## src/rtl/core/pfd_pkg.sv

```systemverilog
// Package for the playfair digraph encryptor: letter codes, square geometry,
// opcode and state types, and small index helpers. No dependencies.
`default_nettype none

package pfd_pkg;

    // field widths
    localparam int OPCODE_W = 3;
    localparam int LETTER_W = 5;
    localparam int PLACE_W  = 6;
    localparam int COORD_W  = 3;

    // square geometry
    localparam int SIDE    = 5;
    localparam int CELLS   = 25;
    localparam int LETTERS = 26;

    localparam logic [LETTER_W-1:0] CODE_I = LETTER_W'(8);
    localparam logic [LETTER_W-1:0] CODE_J = LETTER_W'(9);
    localparam logic [LETTER_W-1:0] CODE_X = LETTER_W'(23);

    typedef enum logic [OPCODE_W-1:0] {
        OP_CLEAR_KEY = 3'd0,
        OP_KEY_LETTER = 3'd1,
        OP_KEY_DONE   = 3'd2,
        OP_PLAIN      = 3'd3,
        OP_END_MSG    = 3'd4
    } t_opcode;

    typedef enum logic [1:0] {
        ST_IDLE,
        ST_FILL,
        ST_PLACE,
        ST_SQUARE
    } t_state;

    // J is folded onto I before any lookup
    function automatic logic [LETTER_W-1:0] fold_j(input logic [LETTER_W-1:0] c);
        return (c == CODE_J) ? CODE_I : c;
    endfunction

    // cyclic step of a row or column index
    function automatic logic [COORD_W-1:0] step_side(input logic [COORD_W-1:0] v);
        return (v == COORD_W'(SIDE - 1)) ? '0 : v + COORD_W'(1);
    endfunction

    // square address row*5+col
    function automatic logic [LETTER_W-1:0] cell_addr(input logic [COORD_W-1:0] row,
                                                      input logic [COORD_W-1:0] col);
        logic [LETTER_W-1:0] r5;
        r5 = {row[LETTER_W-3:0], 2'b00} + LETTER_W'(row);
        return r5 + LETTER_W'(col);
    endfunction

endpackage

`default_nettype wire

```

## src/rtl/core/pfd_in_if.sv

```systemverilog
// Input channel of the playfair encryptor: valid/ready plus opcode and letter.
// Depends on pfd_pkg for field widths.
`default_nettype none

interface pfd_in_if;
    logic                          valid;
    logic                          ready;
    logic [pfd_pkg::OPCODE_W-1:0]  opcode;
    logic [pfd_pkg::LETTER_W-1:0]  letter;

    modport source (output valid, output opcode, output letter, input ready);
    modport sink   (input valid, input opcode, input letter, output ready);
endinterface

`default_nettype wire

```

## src/rtl/core/pfd_out_if.sv

```systemverilog
// Output channel of the playfair encryptor: valid/ready plus the cipher pair.
// Depends on pfd_pkg for field widths.
`default_nettype none

interface pfd_out_if;
    logic                          valid;
    logic                          ready;
    logic [pfd_pkg::LETTER_W-1:0]  cipher_first;
    logic [pfd_pkg::LETTER_W-1:0]  cipher_second;

    modport source (output valid, output cipher_first, output cipher_second, input ready);
    modport sink   (input valid, input cipher_first, input cipher_second, output ready);
endinterface

`default_nettype wire

```

## src/rtl/core/pfd_ram.sv

```systemverilog
// Generic RAM: one write port, two registered read ports sharing a read enable.
// No dependencies.
`default_nettype none

module pfd_ram #(
    parameter int WIDTH = 8,
    parameter int DEPTH = 32,
    localparam int AW = $clog2(DEPTH)
) (
    input  wire logic             i_clk,
    input  wire logic             i_we,
    input  wire logic [AW-1:0]    i_waddr,
    input  wire logic [WIDTH-1:0] i_wdata,
    input  wire logic             i_re,
    input  wire logic [AW-1:0]    i_raddr_a,
    input  wire logic [AW-1:0]    i_raddr_b,
    output      logic [WIDTH-1:0] o_rdata_a,
    output      logic [WIDTH-1:0] o_rdata_b
);

    logic [WIDTH-1:0] mem [DEPTH];

    // write port
    always_ff @(posedge i_clk) begin
        if (i_we) begin
            mem[i_waddr] <= i_wdata;
        end
    end

    // registered reads, held while the enable is low
    always_ff @(posedge i_clk) begin
        if (i_re) begin
            o_rdata_a <= mem[i_raddr_a];
            o_rdata_b <= mem[i_raddr_b];
        end
    end

endmodule

`default_nettype wire

```

## src/rtl/core/playfair_digraph_encrypt.sv

```systemverilog
// Playfair digraph encryptor, letters coded 0..25.
// Input channel i_in carries a word of opcode and letter: clear key, key letter,
// key done, plaintext letter, end of message. Output channel o_out carries one
// word per enciphered pair (cipher_first, cipher_second).
// A clear key or key letter word is handled in the idle state. A key done word walks the
// alphabet one letter per cycle through the square memory write port, so the
// input is held off until the walk is done.
// A plaintext or end-of-message word that completes a pair starts two dependent
// lookups: letter place memory, then square memory, one registered read each.
// The result is loaded into the output register from the square stage, and the
// input is held off through the place and square stages; other plaintext words
// are taken in the idle state.
// The output register lets a new word in while a result waits; if the receiver
// still stalls when the next pair is ready, the block waits in the square stage.
// Reset (i_rst_n low, synchronous) empties the key square and drops any pending
// letter; the memories themselves are not cleared, their contents are only read
// once a complete square has been rewritten.
// Depends on pfd_pkg, pfd_in_if, pfd_out_if and pfd_ram.
`default_nettype none

module playfair_digraph_encrypt (
    input wire logic  i_clk,
    input wire logic  i_rst_n,
    pfd_in_if.sink    i_in,
    pfd_out_if.source o_out
);

    localparam int LW = pfd_pkg::LETTER_W;
    localparam int CW = pfd_pkg::COORD_W;
    localparam int PW = pfd_pkg::PLACE_W;

    pfd_pkg::t_state r_state, n_state;

    logic [pfd_pkg::LETTERS-1:0] r_used, n_used;
    logic [LW-1:0]               r_fill, n_fill;
    logic [CW-1:0]               r_row, n_row;
    logic [CW-1:0]               r_col, n_col;
    logic [LW-1:0]               r_held, n_held;
    logic                        r_held_v, n_held_v;
    logic [LW-1:0]               r_k, n_k;
    logic                        r_out_v, n_out_v;
    logic [LW-1:0]               r_out_first, n_out_first;
    logic [LW-1:0]               r_out_second, n_out_second;

    logic          in_fire;
    logic          full;
    logic          letter_ok;
    logic          place_en;
    logic          place_go;
    logic [LW-1:0] place_letter;
    logic          pair_go;
    logic [LW-1:0] pair_a;
    logic [LW-1:0] pair_b;
    logic          out_free;

    logic [PW-1:0] place_rd_a, place_rd_b;
    logic [LW-1:0] sq_rd_a, sq_rd_b;
    logic          sq_re;
    logic [LW-1:0] sq_addr_a, sq_addr_b;
    logic [CW-1:0] r1, c1, r2, c2;
    logic [CW-1:0] r1n, c1n, r2n, c2n;

    assign full      = (r_fill == LW'(pfd_pkg::CELLS));
    assign letter_ok = (i_in.letter < LW'(pfd_pkg::LETTERS));
    assign in_fire   = i_in.valid && i_in.ready;
    assign out_free  = !r_out_v || o_out.ready;

    assign i_in.ready          = (r_state == pfd_pkg::ST_IDLE);
    assign o_out.valid         = r_out_v;
    assign o_out.cipher_first  = r_out_first;
    assign o_out.cipher_second = r_out_second;

    // letter places and square letters, both written by key placement
    pfd_ram #(.WIDTH(PW), .DEPTH(pfd_pkg::LETTERS)) u_place_ram (
        .i_clk     (i_clk),
        .i_we      (place_go),
        .i_waddr   (place_letter),
        .i_wdata   ({r_row, r_col}),
        .i_re      (pair_go),
        .i_raddr_a (pair_a),
        .i_raddr_b (pair_b),
        .o_rdata_a (place_rd_a),
        .o_rdata_b (place_rd_b)
    );

    pfd_ram #(.WIDTH(LW), .DEPTH(pfd_pkg::CELLS)) u_square_ram (
        .i_clk     (i_clk),
        .i_we      (place_go),
        .i_waddr   (r_fill),
        .i_wdata   (place_letter),
        .i_re      (sq_re),
        .i_raddr_a (sq_addr_a),
        .i_raddr_b (sq_addr_b),
        .o_rdata_a (sq_rd_a),
        .o_rdata_b (sq_rd_b)
    );

    // playfair rules on the looked-up places
    always_comb begin
        r1  = place_rd_a[PW-1:CW];
        c1  = place_rd_a[CW-1:0];
        r2  = place_rd_b[PW-1:CW];
        c2  = place_rd_b[CW-1:0];
        r1n = r1;
        c1n = c1;
        r2n = r2;
        c2n = c2;
        priority if (r1 == r2) begin
            c1n = pfd_pkg::step_side(c1);
            c2n = pfd_pkg::step_side(c2);
        end else if (c1 == c2) begin
            r1n = pfd_pkg::step_side(r1);
            r2n = pfd_pkg::step_side(r2);
        end else begin
            c1n = c2;
            c2n = c1;
        end
        sq_addr_a = pfd_pkg::cell_addr(r1n, c1n);
        sq_addr_b = pfd_pkg::cell_addr(r2n, c2n);
    end

    // state register
    always_ff @(posedge i_clk) begin
        if (!i_rst_n) begin
            r_state  <= pfd_pkg::ST_IDLE;
            r_used   <= '0;
            r_fill   <= '0;
            r_row    <= '0;
            r_col    <= '0;
            r_held   <= '0;
            r_held_v <= 1'b0;
            r_k      <= '0;
            r_out_v  <= 1'b0;
        end else begin
            r_state  <= n_state;
            r_used   <= n_used;
            r_fill   <= n_fill;
            r_row    <= n_row;
            r_col    <= n_col;
            r_held   <= n_held;
            r_held_v <= n_held_v;
            r_k      <= n_k;
            r_out_v  <= n_out_v;
        end
    end

    // result payload
    always_ff @(posedge i_clk) begin
        r_out_first  <= n_out_first;
        r_out_second <= n_out_second;
    end

    // next state, placement and pairing
    always_comb begin
        n_state      = r_state;
        n_used       = r_used;
        n_fill       = r_fill;
        n_row        = r_row;
        n_col        = r_col;
        n_held       = r_held;
        n_held_v     = r_held_v;
        n_k          = r_k;
        n_out_v      = r_out_v;
        n_out_first  = r_out_first;
        n_out_second = r_out_second;
        place_en     = 1'b0;
        place_letter = pfd_pkg::fold_j(i_in.letter);
        pair_go      = 1'b0;
        pair_a       = pfd_pkg::fold_j(r_held);
        pair_b       = pfd_pkg::CODE_X;
        sq_re        = 1'b0;

        // taken result leaves the output register
        if (r_out_v && o_out.ready) begin
            n_out_v = 1'b0;
        end

        unique case (r_state)
            pfd_pkg::ST_IDLE: begin
                if (in_fire) begin
                    unique case (i_in.opcode)
                        pfd_pkg::OP_CLEAR_KEY: begin
                            n_used   = '0;
                            n_fill   = '0;
                            n_row    = '0;
                            n_col    = '0;
                            n_held   = '0;
                            n_held_v = 1'b0;
                        end
                        pfd_pkg::OP_KEY_LETTER: begin
                            place_en = letter_ok;
                        end
                        pfd_pkg::OP_KEY_DONE: begin
                            n_k     = '0;
                            n_state = pfd_pkg::ST_FILL;
                        end
                        pfd_pkg::OP_PLAIN: begin
                            if (letter_ok && full) begin
                                n_held = i_in.letter;
                                if (!r_held_v) begin
                                    n_held_v = 1'b1;
                                end else begin
                                    // equal pair splits with X, letter stays held
                                    n_held_v = (i_in.letter == r_held);
                                    pair_b   = (i_in.letter == r_held) ? pfd_pkg::CODE_X
                                                                       : pfd_pkg::fold_j(i_in.letter);
                                    pair_go  = 1'b1;
                                    n_state  = pfd_pkg::ST_PLACE;
                                end
                            end
                        end
                        pfd_pkg::OP_END_MSG: begin
                            if (r_held_v && full) begin
                                n_held_v = 1'b0;
                                pair_go  = 1'b1;
                                n_state  = pfd_pkg::ST_PLACE;
                            end
                        end
                        default: begin
                        end
                    endcase
                end
            end
            pfd_pkg::ST_FILL: begin
                // walk the alphabet, skipping J
                place_letter = r_k;
                place_en     = (r_k != pfd_pkg::CODE_J);
                n_k          = r_k + LW'(1);
                if (r_k == LW'(pfd_pkg::LETTERS - 1)) begin
                    n_state = pfd_pkg::ST_IDLE;
                end
            end
            pfd_pkg::ST_PLACE: begin
                sq_re   = 1'b1;
                n_state = pfd_pkg::ST_SQUARE;
            end
            pfd_pkg::ST_SQUARE: begin
                if (out_free) begin
                    n_out_v      = 1'b1;
                    n_out_first  = sq_rd_a;
                    n_out_second = sq_rd_b;
                    n_state      = pfd_pkg::ST_IDLE;
                end
            end
            default: begin
                n_state = pfd_pkg::ST_IDLE;
            end
        endcase

        // place one letter at the next free cell
        place_go = place_en && !full && !r_used[place_letter];
        if (place_go) begin
            n_used[place_letter] = 1'b1;
            n_fill               = r_fill + LW'(1);
            n_col                = pfd_pkg::step_side(r_col);
            if (r_col == CW'(pfd_pkg::SIDE - 1)) begin
                n_row = r_row + CW'(1);
            end
        end
    end

    // used letters and filled cells move together
    a_used_matches_fill: assert property (@(posedge i_clk) disable iff (!i_rst_n)
        $countones(r_used) == int'(r_fill))
        else $error("used letter count differs from fill count");

    // lookups only run on a complete square
    a_lookup_full: assert property (@(posedge i_clk) disable iff (!i_rst_n)
        (r_state == pfd_pkg::ST_PLACE) |-> full)
        else $error("pair lookup on an incomplete square");

    // a new result comes only from the square stage
    a_result_source: assert property (@(posedge i_clk) disable iff (!i_rst_n)
        $rose(r_out_v) |-> ($past(r_state) == pfd_pkg::ST_SQUARE))
        else $error("result loaded outside the square stage");

    // the fill walk never shrinks the square
    a_fill_grows: assert property (@(posedge i_clk) disable iff (!i_rst_n)
        (r_state == pfd_pkg::ST_FILL) |=> (r_fill >= $past(r_fill)))
        else $error("fill count dropped during the fill walk");

endmodule

`default_nettype wire

```

## src/flat_wrapper.sv

```systemverilog
// flat-port wrapper written by rule: the top's interface ports become plain ports
module playfair_digraph_encrypt_flat 
  (i_clk, i_rst_n, i_in_valid, i_in_opcode, i_in_letter, i_in_ready, o_out_valid, o_out_cipher_first, o_out_cipher_second, o_out_ready);
  pfd_in_if i_in_i ();
  pfd_out_if o_out_i ();
  input wire logic i_clk;
  input wire logic i_rst_n;
  input wire logic [$bits(i_in_i.valid)-1:0] i_in_valid;
  input wire logic [$bits(i_in_i.opcode)-1:0] i_in_opcode;
  input wire logic [$bits(i_in_i.letter)-1:0] i_in_letter;
  output wire logic [$bits(i_in_i.ready)-1:0] i_in_ready;
  output wire logic [$bits(o_out_i.valid)-1:0] o_out_valid;
  output wire logic [$bits(o_out_i.cipher_first)-1:0] o_out_cipher_first;
  output wire logic [$bits(o_out_i.cipher_second)-1:0] o_out_cipher_second;
  input wire logic [$bits(o_out_i.ready)-1:0] o_out_ready;
  assign i_in_i.valid = i_in_valid;
  assign i_in_i.opcode = i_in_opcode;
  assign i_in_i.letter = i_in_letter;
  assign i_in_ready = i_in_i.ready;
  assign o_out_valid = o_out_i.valid;
  assign o_out_cipher_first = o_out_i.cipher_first;
  assign o_out_cipher_second = o_out_i.cipher_second;
  assign o_out_i.ready = o_out_ready;
  playfair_digraph_encrypt u_core (.i_clk(i_clk), .i_rst_n(i_rst_n), .i_in(i_in_i), .o_out(o_out_i));
endmodule
```

## config.mk

```make
export PLATFORM = sky130hd
export DESIGN_NAME = playfair_digraph_encrypt_flat
export DESIGN_NICKNAME = d
export VERILOG_FILES = /design/src/rtl/core/pfd_pkg.sv /design/src/rtl/core/pfd_in_if.sv /design/src/rtl/core/pfd_out_if.sv /design/src/rtl/core/pfd_ram.sv /design/src/rtl/core/playfair_digraph_encrypt.sv /design/src/flat_wrapper.sv
export SDC_FILE = /design/constraint.sdc
export NUM_CORES = 1
export LEC_CHECK = 0
export BUFFER_PORTS_ARGS = -buffer_cell sky130_fd_sc_hd__buf_2
export CAP_MARGIN = 20
export CORE_ASPECT_RATIO = 0.5
export CORE_MARGIN = 5
export CORE_UTILIZATION = 57
export DETAILED_ROUTE_END_ITERATION = 6
export PLACE_DENSITY_LB_ADDON = 0.15
export SYNTH_ARGS = -nofsm -noshare
export SYNTH_HDL_FRONTEND = slang
export SYNTH_HIERARCHICAL = 1
export SYNTH_SLANG_ARGS = --single-unit
```

## constraint.sdc

```tcl
create_clock -name i_clk -period 6.1 [get_ports i_clk]
set_input_delay 1.22 -clock i_clk [delete_from_list [all_inputs] [get_ports i_clk]]
set_output_delay 1.22 -clock i_clk [all_outputs]
set_load 0.02 [all_outputs]
```

# Yosys cells after proc, flatten, opt, wreduce, memory -nomap -nowiden
# Memory sizes are Yosys's and may differ from the RTL's. A register that Yosys moved wholly into a read port is not among the register bits.
# Cells that the tools add are included.
dict set report word_totals {
  mem_bits_rw 281
  ff_bits 61
  input_bits 12
  memories 2
  elab_cells 159
}
# memory depth width read_ports rd_ports_with_merged_regs wr line
set mem_list {}
lappend mem_list {u_core.u_place_ram.mem 26 6 2 2 1 pfd_ram.sv:21} ;# logic [WIDTH-1:0] mem [DEPTH];
lappend mem_list {u_core.u_square_ram.mem 25 5 2 2 1 pfd_ram.sv:21}
dict set report op_classes {
  n_lt_le_gt_ge 3
  n_eq_ne 30
  add_sub_neg 12
  bitwise 1
  n_mux 75
  n_reduce_logical 25
}
# op count
set op_table {}
lappend op_table {{26-bit two-way mux} 4}
lappend op_table {{5-bit two-way mux} 16}
lappend op_table {{3-bit two-way mux} 22}
lappend op_table {{26-bit OR} 1}
lappend op_table {{5-bit by 3-bit adder with 5-bit output} 4}
lappend op_table {{5-bit case mux with 2 select lines} 2}
lappend op_table {{3-bit by 1-bit adder with 3-bit output, second input constant} 6}
lappend op_table {{3-bit == test, second input constant} 6}
lappend op_table {{1-bit two-way mux} 18}
lappend op_table {{2-bit two-way mux} 6}
lappend op_table {{5-bit by 1-bit adder with 5-bit output, second input constant} 2}
lappend op_table {{5-bit by 4-bit == test with 1-bit output, second input constant} 2}
lappend op_table {{5-bit == test, second input constant} 2}
lappend op_table {{2-bit nonzero test} 5}
lappend op_table {{3-bit inequality test, second input constant} 3}
lappend op_table {{2-bit by 1-bit inequality test with 1-bit output, second input constant} 4}
lappend op_table {{2-bit case mux with 4 select lines} 1}
lappend op_table {{1-bit logical AND} 7}
lappend op_table {{7-bit AND reduction} 1}
lappend op_table {{3-bit by 2-bit == test with 1-bit output, second input constant} 2}
lappend op_table {{3-bit == test} 2}
lappend op_table {{5-bit by 6-bit less-than comparator with 1-bit output, second input constant} 1}
lappend op_table {{2-bit case mux with 3 select lines} 1}
lappend op_table {{3-bit AND reduction} 2}
lappend op_table {{21 further kinds} 26}

# Logic depth before layout (Yosys ltp)
dict set report logic_depth {
  depth_word 9
  depth_mapped 18
  ltp_nobuf 16
}

# By module
# The synthesis kept the hierarchy.
# mod seq_area_each_um2 instances cells_per_inst area_each_um2
set by_module_without_submodules {}
lappend by_module_without_submodules {{pfd_ram at u_core.u_place_ram} 5044.8 1 448 7816.2}
lappend by_module_without_submodules {{pfd_ram at u_core.u_square_ram} 4053.9 1 372 6323.6}
lappend by_module_without_submodules {playfair_digraph_encrypt 1321.3 1 469 3992.6}

# Least setup slack after synthesis
# OpenSTA, ideal clock, no wires.
dict set report synth_timing {
  path_type {input to register}
  start {input port i_in_letter[4]}
  end {memory u_core/u_square_ram/mem[24][0] (netlist name) (enable)}
  t_required_ps 5719
  path_slack_ps 1391
  path_stages 11
  arrival_time_ps 4328
  setup_time_ps 381
  cell_sequence {buf_6 > or4b_4 > a31oi_4 > mux2_2 > a2bb2oi_1 > and4_1 > buf_6 > buf_2 > or3b_2 > clkbuf_1 > nor4bb_1}
}
dict set report synth_via {
  elab_chain_len 9
  word_cells_on_any_way 14
}
# element line
set synth_rtl {}
lappend synth_rtl {{from (decl)} flat_wrapper.sv:10} ;# input wire logic [$bits(i_in_i.letter)-1:0] i_in_letter;
lappend synth_rtl {{5-bit by 4-bit == test with 1-bit output} pfd_pkg.sv:39} ;# return (c == CODE_J) ? CODE_I : c;
lappend synth_rtl {{5-bit two-way mux} pfd_pkg.sv:39}
lappend synth_rtl {{5-bit two-way mux} playfair_digraph_encrypt.sv:178} ;# unique case (r_state)
lappend synth_rtl {{1-bit binary-select mux with 5-bit select} playfair_digraph_encrypt.sv:251} ;# place_go = place_en && !full && !r_used[place_letter];
lappend synth_rtl {{1-bit two-way mux (not written as such)} playfair_digraph_encrypt.sv:251}
lappend synth_rtl {{1-bit logical NOT} playfair_digraph_encrypt.sv:251}
lappend synth_rtl {{1-bit logical AND (*)} playfair_digraph_encrypt.sv:251}
lappend synth_rtl {{named net u_core.place_go} playfair_digraph_encrypt.sv:49} ;# logic place_go;
lappend synth_rtl {{1-bit two-way mux (*)} pfd_ram.sv:25} ;# if (i_we) begin
lappend synth_rtl {{1-bit two-way mux (not written as such) (*)} pfd_ram.sv:26} ;# mem[i_waddr] <= i_wdata;
lappend synth_rtl {{to (decl)} pfd_ram.sv:21}
# The timed path passes the listed nets; every way through them passes the cells marked *. The select of a mux whose other input is x is not followed.

# Final worst setup path
dict set report layout_timing {
  start {register u_core.u_place_ram.o_rdata_a[3], read port of u_core.u_place_ram.mem}
  end {register u_core.u_square_ram.o_rdata_b[4], read port of u_core.u_square_ram.mem, data pin}
}
dict set report layout_via {
  elab_chain_len 4
  word_cells_on_any_way 5
}
# element line
set layout_rtl {}
lappend layout_rtl {{from (decl)} pfd_ram.sv:17} ;# output logic [WIDTH-1:0] o_rdata_a,
lappend layout_rtl {{3-bit == test (*)} playfair_digraph_encrypt.sv:108} ;# priority if (r1 == r2) begin
lappend layout_rtl {{3-bit two-way mux} playfair_digraph_encrypt.sv:108}
lappend layout_rtl {{5-bit by 3-bit adder with 5-bit output} pfd_pkg.sv:51} ;# r5 = {row[LETTER_W-3:0], 2'b00} + LETTER_W'(row);
lappend layout_rtl {{5-bit by 3-bit adder with 5-bit output (*)} pfd_pkg.sv:52} ;# return r5 + LETTER_W'(col);
lappend layout_rtl {{named net u_core.sq_addr_b[4]} playfair_digraph_encrypt.sv:59} ;# logic [LW-1:0] sq_addr_a, sq_addr_b;
lappend layout_rtl {{to (decl)} pfd_ram.sv:18} ;# output logic [WIDTH-1:0] o_rdata_b
# The timed path passes the listed nets; every way through them passes the cells marked *.
# A chain may end at the register's enable or synchronous reset.

==> impl_summary.txt <==
----------------------------------------------------
[Run status]
  Status ... completed

[Power and ir drop]
  Maximum VDD drop ... 0.0001893 V
  Power Density ... 262.4 mW/mm²
  Clock network fraction of total power ... 0.422
  Sequential share of power ... 0.528
  Static leakage ... 6.652 nW
  Design internal power ... 0.004114 W
  Switching portion of total power ... 0.2107
  Part of the total power dissipated in combinational logic ... 0.050
  Switching pwr ... 0.001098 W

[Placement]
  Count of buffers inserted at the top-level ports ... 23
  Final GP Congestion ... 0.9025
  DP HPWL ... 29750 µm

[Floorplanning]
  Core area ... 0.03154 mm²
  DIE AREA ... 0.03569 mm²
  Top-Level Pins ... 24
  Die span in y ... 136.1 µm
  Starting density of the core ... 0.5749
  Standard-cell row count ... 46
  Die width ... 262.2 µm

[Timing]
  Final worst hold slack ... 0.4174 ns
  Fin Clk Skew ... 0.01643 ns
  Unrepaired setup endpoints after global routing ... false
  Final worst path period need ... 4.739 ns
  Final Hold Fails ... 0
  TNS Setup ... 0 ns
  Measured slew at the worst slew-check pin ... 1.046 ns
  Final count of negative-setup-slack endpoints ... 0
  Max Slew Vio Count ... 0
  Headroom to the max-slew limit ... 0.3027
  Portion of the clock cycle consumed by the worst path in the final layout ... 0.7768
  Fmax achieved ... 0.2110 GHz

[Logic synthesis]
  Most used flip-flop cell after synthesis ... edfxtp_1
  Commonest cells in the synthesized netlist ... edfxtp_1, mux4_2, nand2_1
  Mean cell area of the mapped netlist ... 14.07 µm²
  Leading area contributor after synthesis ... edfxtp_1
  Cell area after synthesis ... 0.01813 mm²
  EDFF count, synth ... 313
  Top-area cell type share of the netlist area ... 0.5184
  Total nets after synthesis ... 1330
  YS warnings ... 6
  Count leader, synth ... edfxtp_1
  Flip-flop and latch count after synthesis ... 364
  Number of different library cells in the post-synthesis netlist ... 69
  Seq/Total Area, Yosys ... 0.5747
  Gate count of the mapped netlist ... 1289
  Fraction of synthesis flops using an asynchronous set or reset pin ... 0
  Ranking of synthesized cells by area ... edfxtp_1, mux4_2, dfxtp_1

[GRT]
  Initial antenna violation count ... 0
  Number of global-route vias before repair ... 11080
  Pin count of the biggest net entering global routing ... 58
  Global route overflow ... 0
  Wire length of the first global-routing pass ... 67340 µm
  Total Routing Usage GR ... 0.2431

[Setup path]
  Sequence of cells on the critical path ... xor2_1 -> nor3_1 -> buf_4 -> nor4_1 -> buf_4 -> o21ai_0 -> a22oi_1 -> fa_1 -> inv_1 -> ha_1 -> a21o_1 -> a21oi_1 -> xor2_1 -> inv_1 -> nand3_1 -> o22ai_1 -> nor4_1
  WP buf/inv ... 4
  Slowest CP cell ... xor2_1
  Critical path startpoint category ... register
  Arr. time, crit path ... 5.05 ns
  Crit path largest cell delay ... 0.54 ns
  Kind of end point of the critical path ... register
  Data required time of the critical path ... 6.41 ns
  Kind of cell with the highest combined delay on the critical path ... simple AND/OR/NAND/NOR gates
  Critical Setup Path Class ... register to register
  Top fanout value on the critical path ... 13

[Final layout]
  Fill cell instance count of the final layout ... 2311
  Total Nets Final ... 1332
  Relative area change from synthesis to final layout ... 9.550%
  Fraction of final layout cells sized beyond drive strength 1 ... 0.1895
  Antenna Diode Count ... 0

[Clock tree]
  Number of cells upsized or downsized after cts ... 0
  TritonCTS clock tree ... done
  H-tree depth ... 1
  Hold bufs inserted after CTS ... 0
  Total clock buffers created by CTS ... 31
  Total clock sinks ... 364
  Post CTS Setup Buffer Count ... 0
  Cell chosen for the clock root ... clkbuf_16
  Clock transition at the register clock pins on the worst setup and hold paths after CTS ... 0.07 ns
  Number of buffers on the longest clock path ... 3
  Clock insertion delay at the later pin of the skew report ... 0.57 ns

[Routing]
  Met1 Routed Length ... 18860 µm
  DRC violation count after routing ... 0
  DRT Wirelength ... 43680 µm
  Uppermost metal layer occupied by signal nets ... met4
  Violation count after the first detailed-route iteration ... 1467
  Total number of vias ... 11540
  DR WL met3 ... 3989 µm
  Mean routed wirelength per cell ... 25.02 µm
  Met2 wire length ... 19950 µm
  Length of the first detailed-routing pass in iterations ... 7
  Residual antenna-violating net count after detailed routing ... 0
  Avg Vias per Cell ... 6.608

[Flow run]
  Max-Cap Viols ... 0

[Hold path]
  Hold crit path type ... register to register

----------------------------------------------------
logic make-up (layout without fill, tap and decap cells):
group,Yosys count,in the layout,share of synthesized area
simple gates,362,362,0.1001
mux,212,212,0.1898
flops,364,364,0.5747
xor+xnor,18,18,0.008695
compound gates,185,185,0.07356
fa+ha+maj,29,29,0.02167
buf+inv,119,144,0.03153
worst paths after layout:
path | start | endpoint | slack (ns) | depth (start not counted)
max | u_core/u_place_ram/o_rdata_a[3] | u_core/u_square_ram/o_rdata_b[4] | 1.36 | 17
min reg2reg | u_core/u_square_ram/o_rdata_b[2] | u_core/o_out.cipher_second[2] | 0.42 | 0
min | u_core/u_square_ram/o_rdata_b[2] | u_core/o_out.cipher_second[2] | 0.42 | 0
max reg2reg | u_core/u_place_ram/o_rdata_a[3] | u_core/u_square_ram/o_rdata_b[4] | 1.36 | 17
power groups by stage:
stage               Clock (W)  Combinational [W]  Sequential (W)
CTS                   0.00223           0.000242         0.00276
finish                0.00220           0.000262         0.00275
global placement            0           0.000229         0.00281
floorplan                   0           0.000164         0.00280
global route          0.00234           0.000284         0.00275
detailed placement          0           0.000240         0.00281
metrics by stage:
step | std cells | power, W | instance area, µm² | setup WS (ns) | utilization
floorplan | 1289 | 0.002963 | 18130 | 1.391 | -
global placement | 1680 | 0.003042 | 18530 | 1.211 | 0.5876
detailed placement | 1682 | 0.003054 | 18570 | 1.082 | 0.5889
CTS | 1738 | 0.005227 | 19710 | 1.438 | 0.6250
global route | 1746 | 0.005370 | 19860 | 0.9652 | 0.6298
finish | 1746 | 0.005212 | 19860 | 1.361 | 0.6298
final cells by class:
type / count / area, µm² / area share
clock buffer: 37 / 828.3 / 0.04170
clock inverter: 19 / 309.0 / 0.01556
tap: 432 / 540.5 / 0.02721
timing repair buffer: 55 / 475.5 / 0.02394
multi-input combinational: 806 / 7163 / 0.3606
sequential: 364 / 10420 / 0.5246
inverter: 33 / 126.4 / 0.006362
sequential cells by signal, summed over array words and instances, names as in the netlist:
name / flops
u_core/o_out.cipher_first: 5
u_core/o_out.cipher_second: 5
u_core/o_out.valid: 1
u_core/r_col: 3
u_core/r_fill: 5
u_core/r_held: 5
u_core/r_held_v: 1
u_core/r_k: 5
u_core/r_row: 3
u_core/r_state: 2
u_core/r_used: 26
u_core/u_place_ram/mem: 156
u_core/u_place_ram/o_rdata_a: 6
u_core/u_place_ram/o_rdata_b: 6
u_core/u_square_ram/mem: 125
u_core/u_square_ram/o_rdata_a: 5
u_core/u_square_ram/o_rdata_b: 5
cell usage in the layout (no fill, tap or decap), types with 15 or more instances in the layout:
| cell type | instances |
|---|---|
| a21oi_1 | 18 |
| a22oi_1 | 31 |
| inv_1 | 32 |
| mux4_2 | 102 |
| ha_1 | 24 |
| a32oi_1 | 20 |
| dfxtp_1 | 50 |
| buf_2 | 23 |
| mux2_2 | 21 |
| mux2i_1 | 88 |
| o211ai_1 | 19 |
| xor2_1 | 15 |
| nor2_1 | 90 |
| clkbuf_16 | 31 |
| buf_4 | 22 |
| nand3_1 | 34 |
| nand2_1 | 100 |
| o21ai_0 | 26 |
| o22ai_1 | 15 |
| nor2b_1 | 45 |
| edfxtp_1 | 313 |
per-layer routing:
layer / up-vias / global-route usage
li1: 5040 / -
met1: 5860 / 0.3593
met2: 577 / 0.3867
met3: 60 / 0.04268
met4: 0 / 0.05309
met5: - / 0
Power figures use the tool's default switching activity.
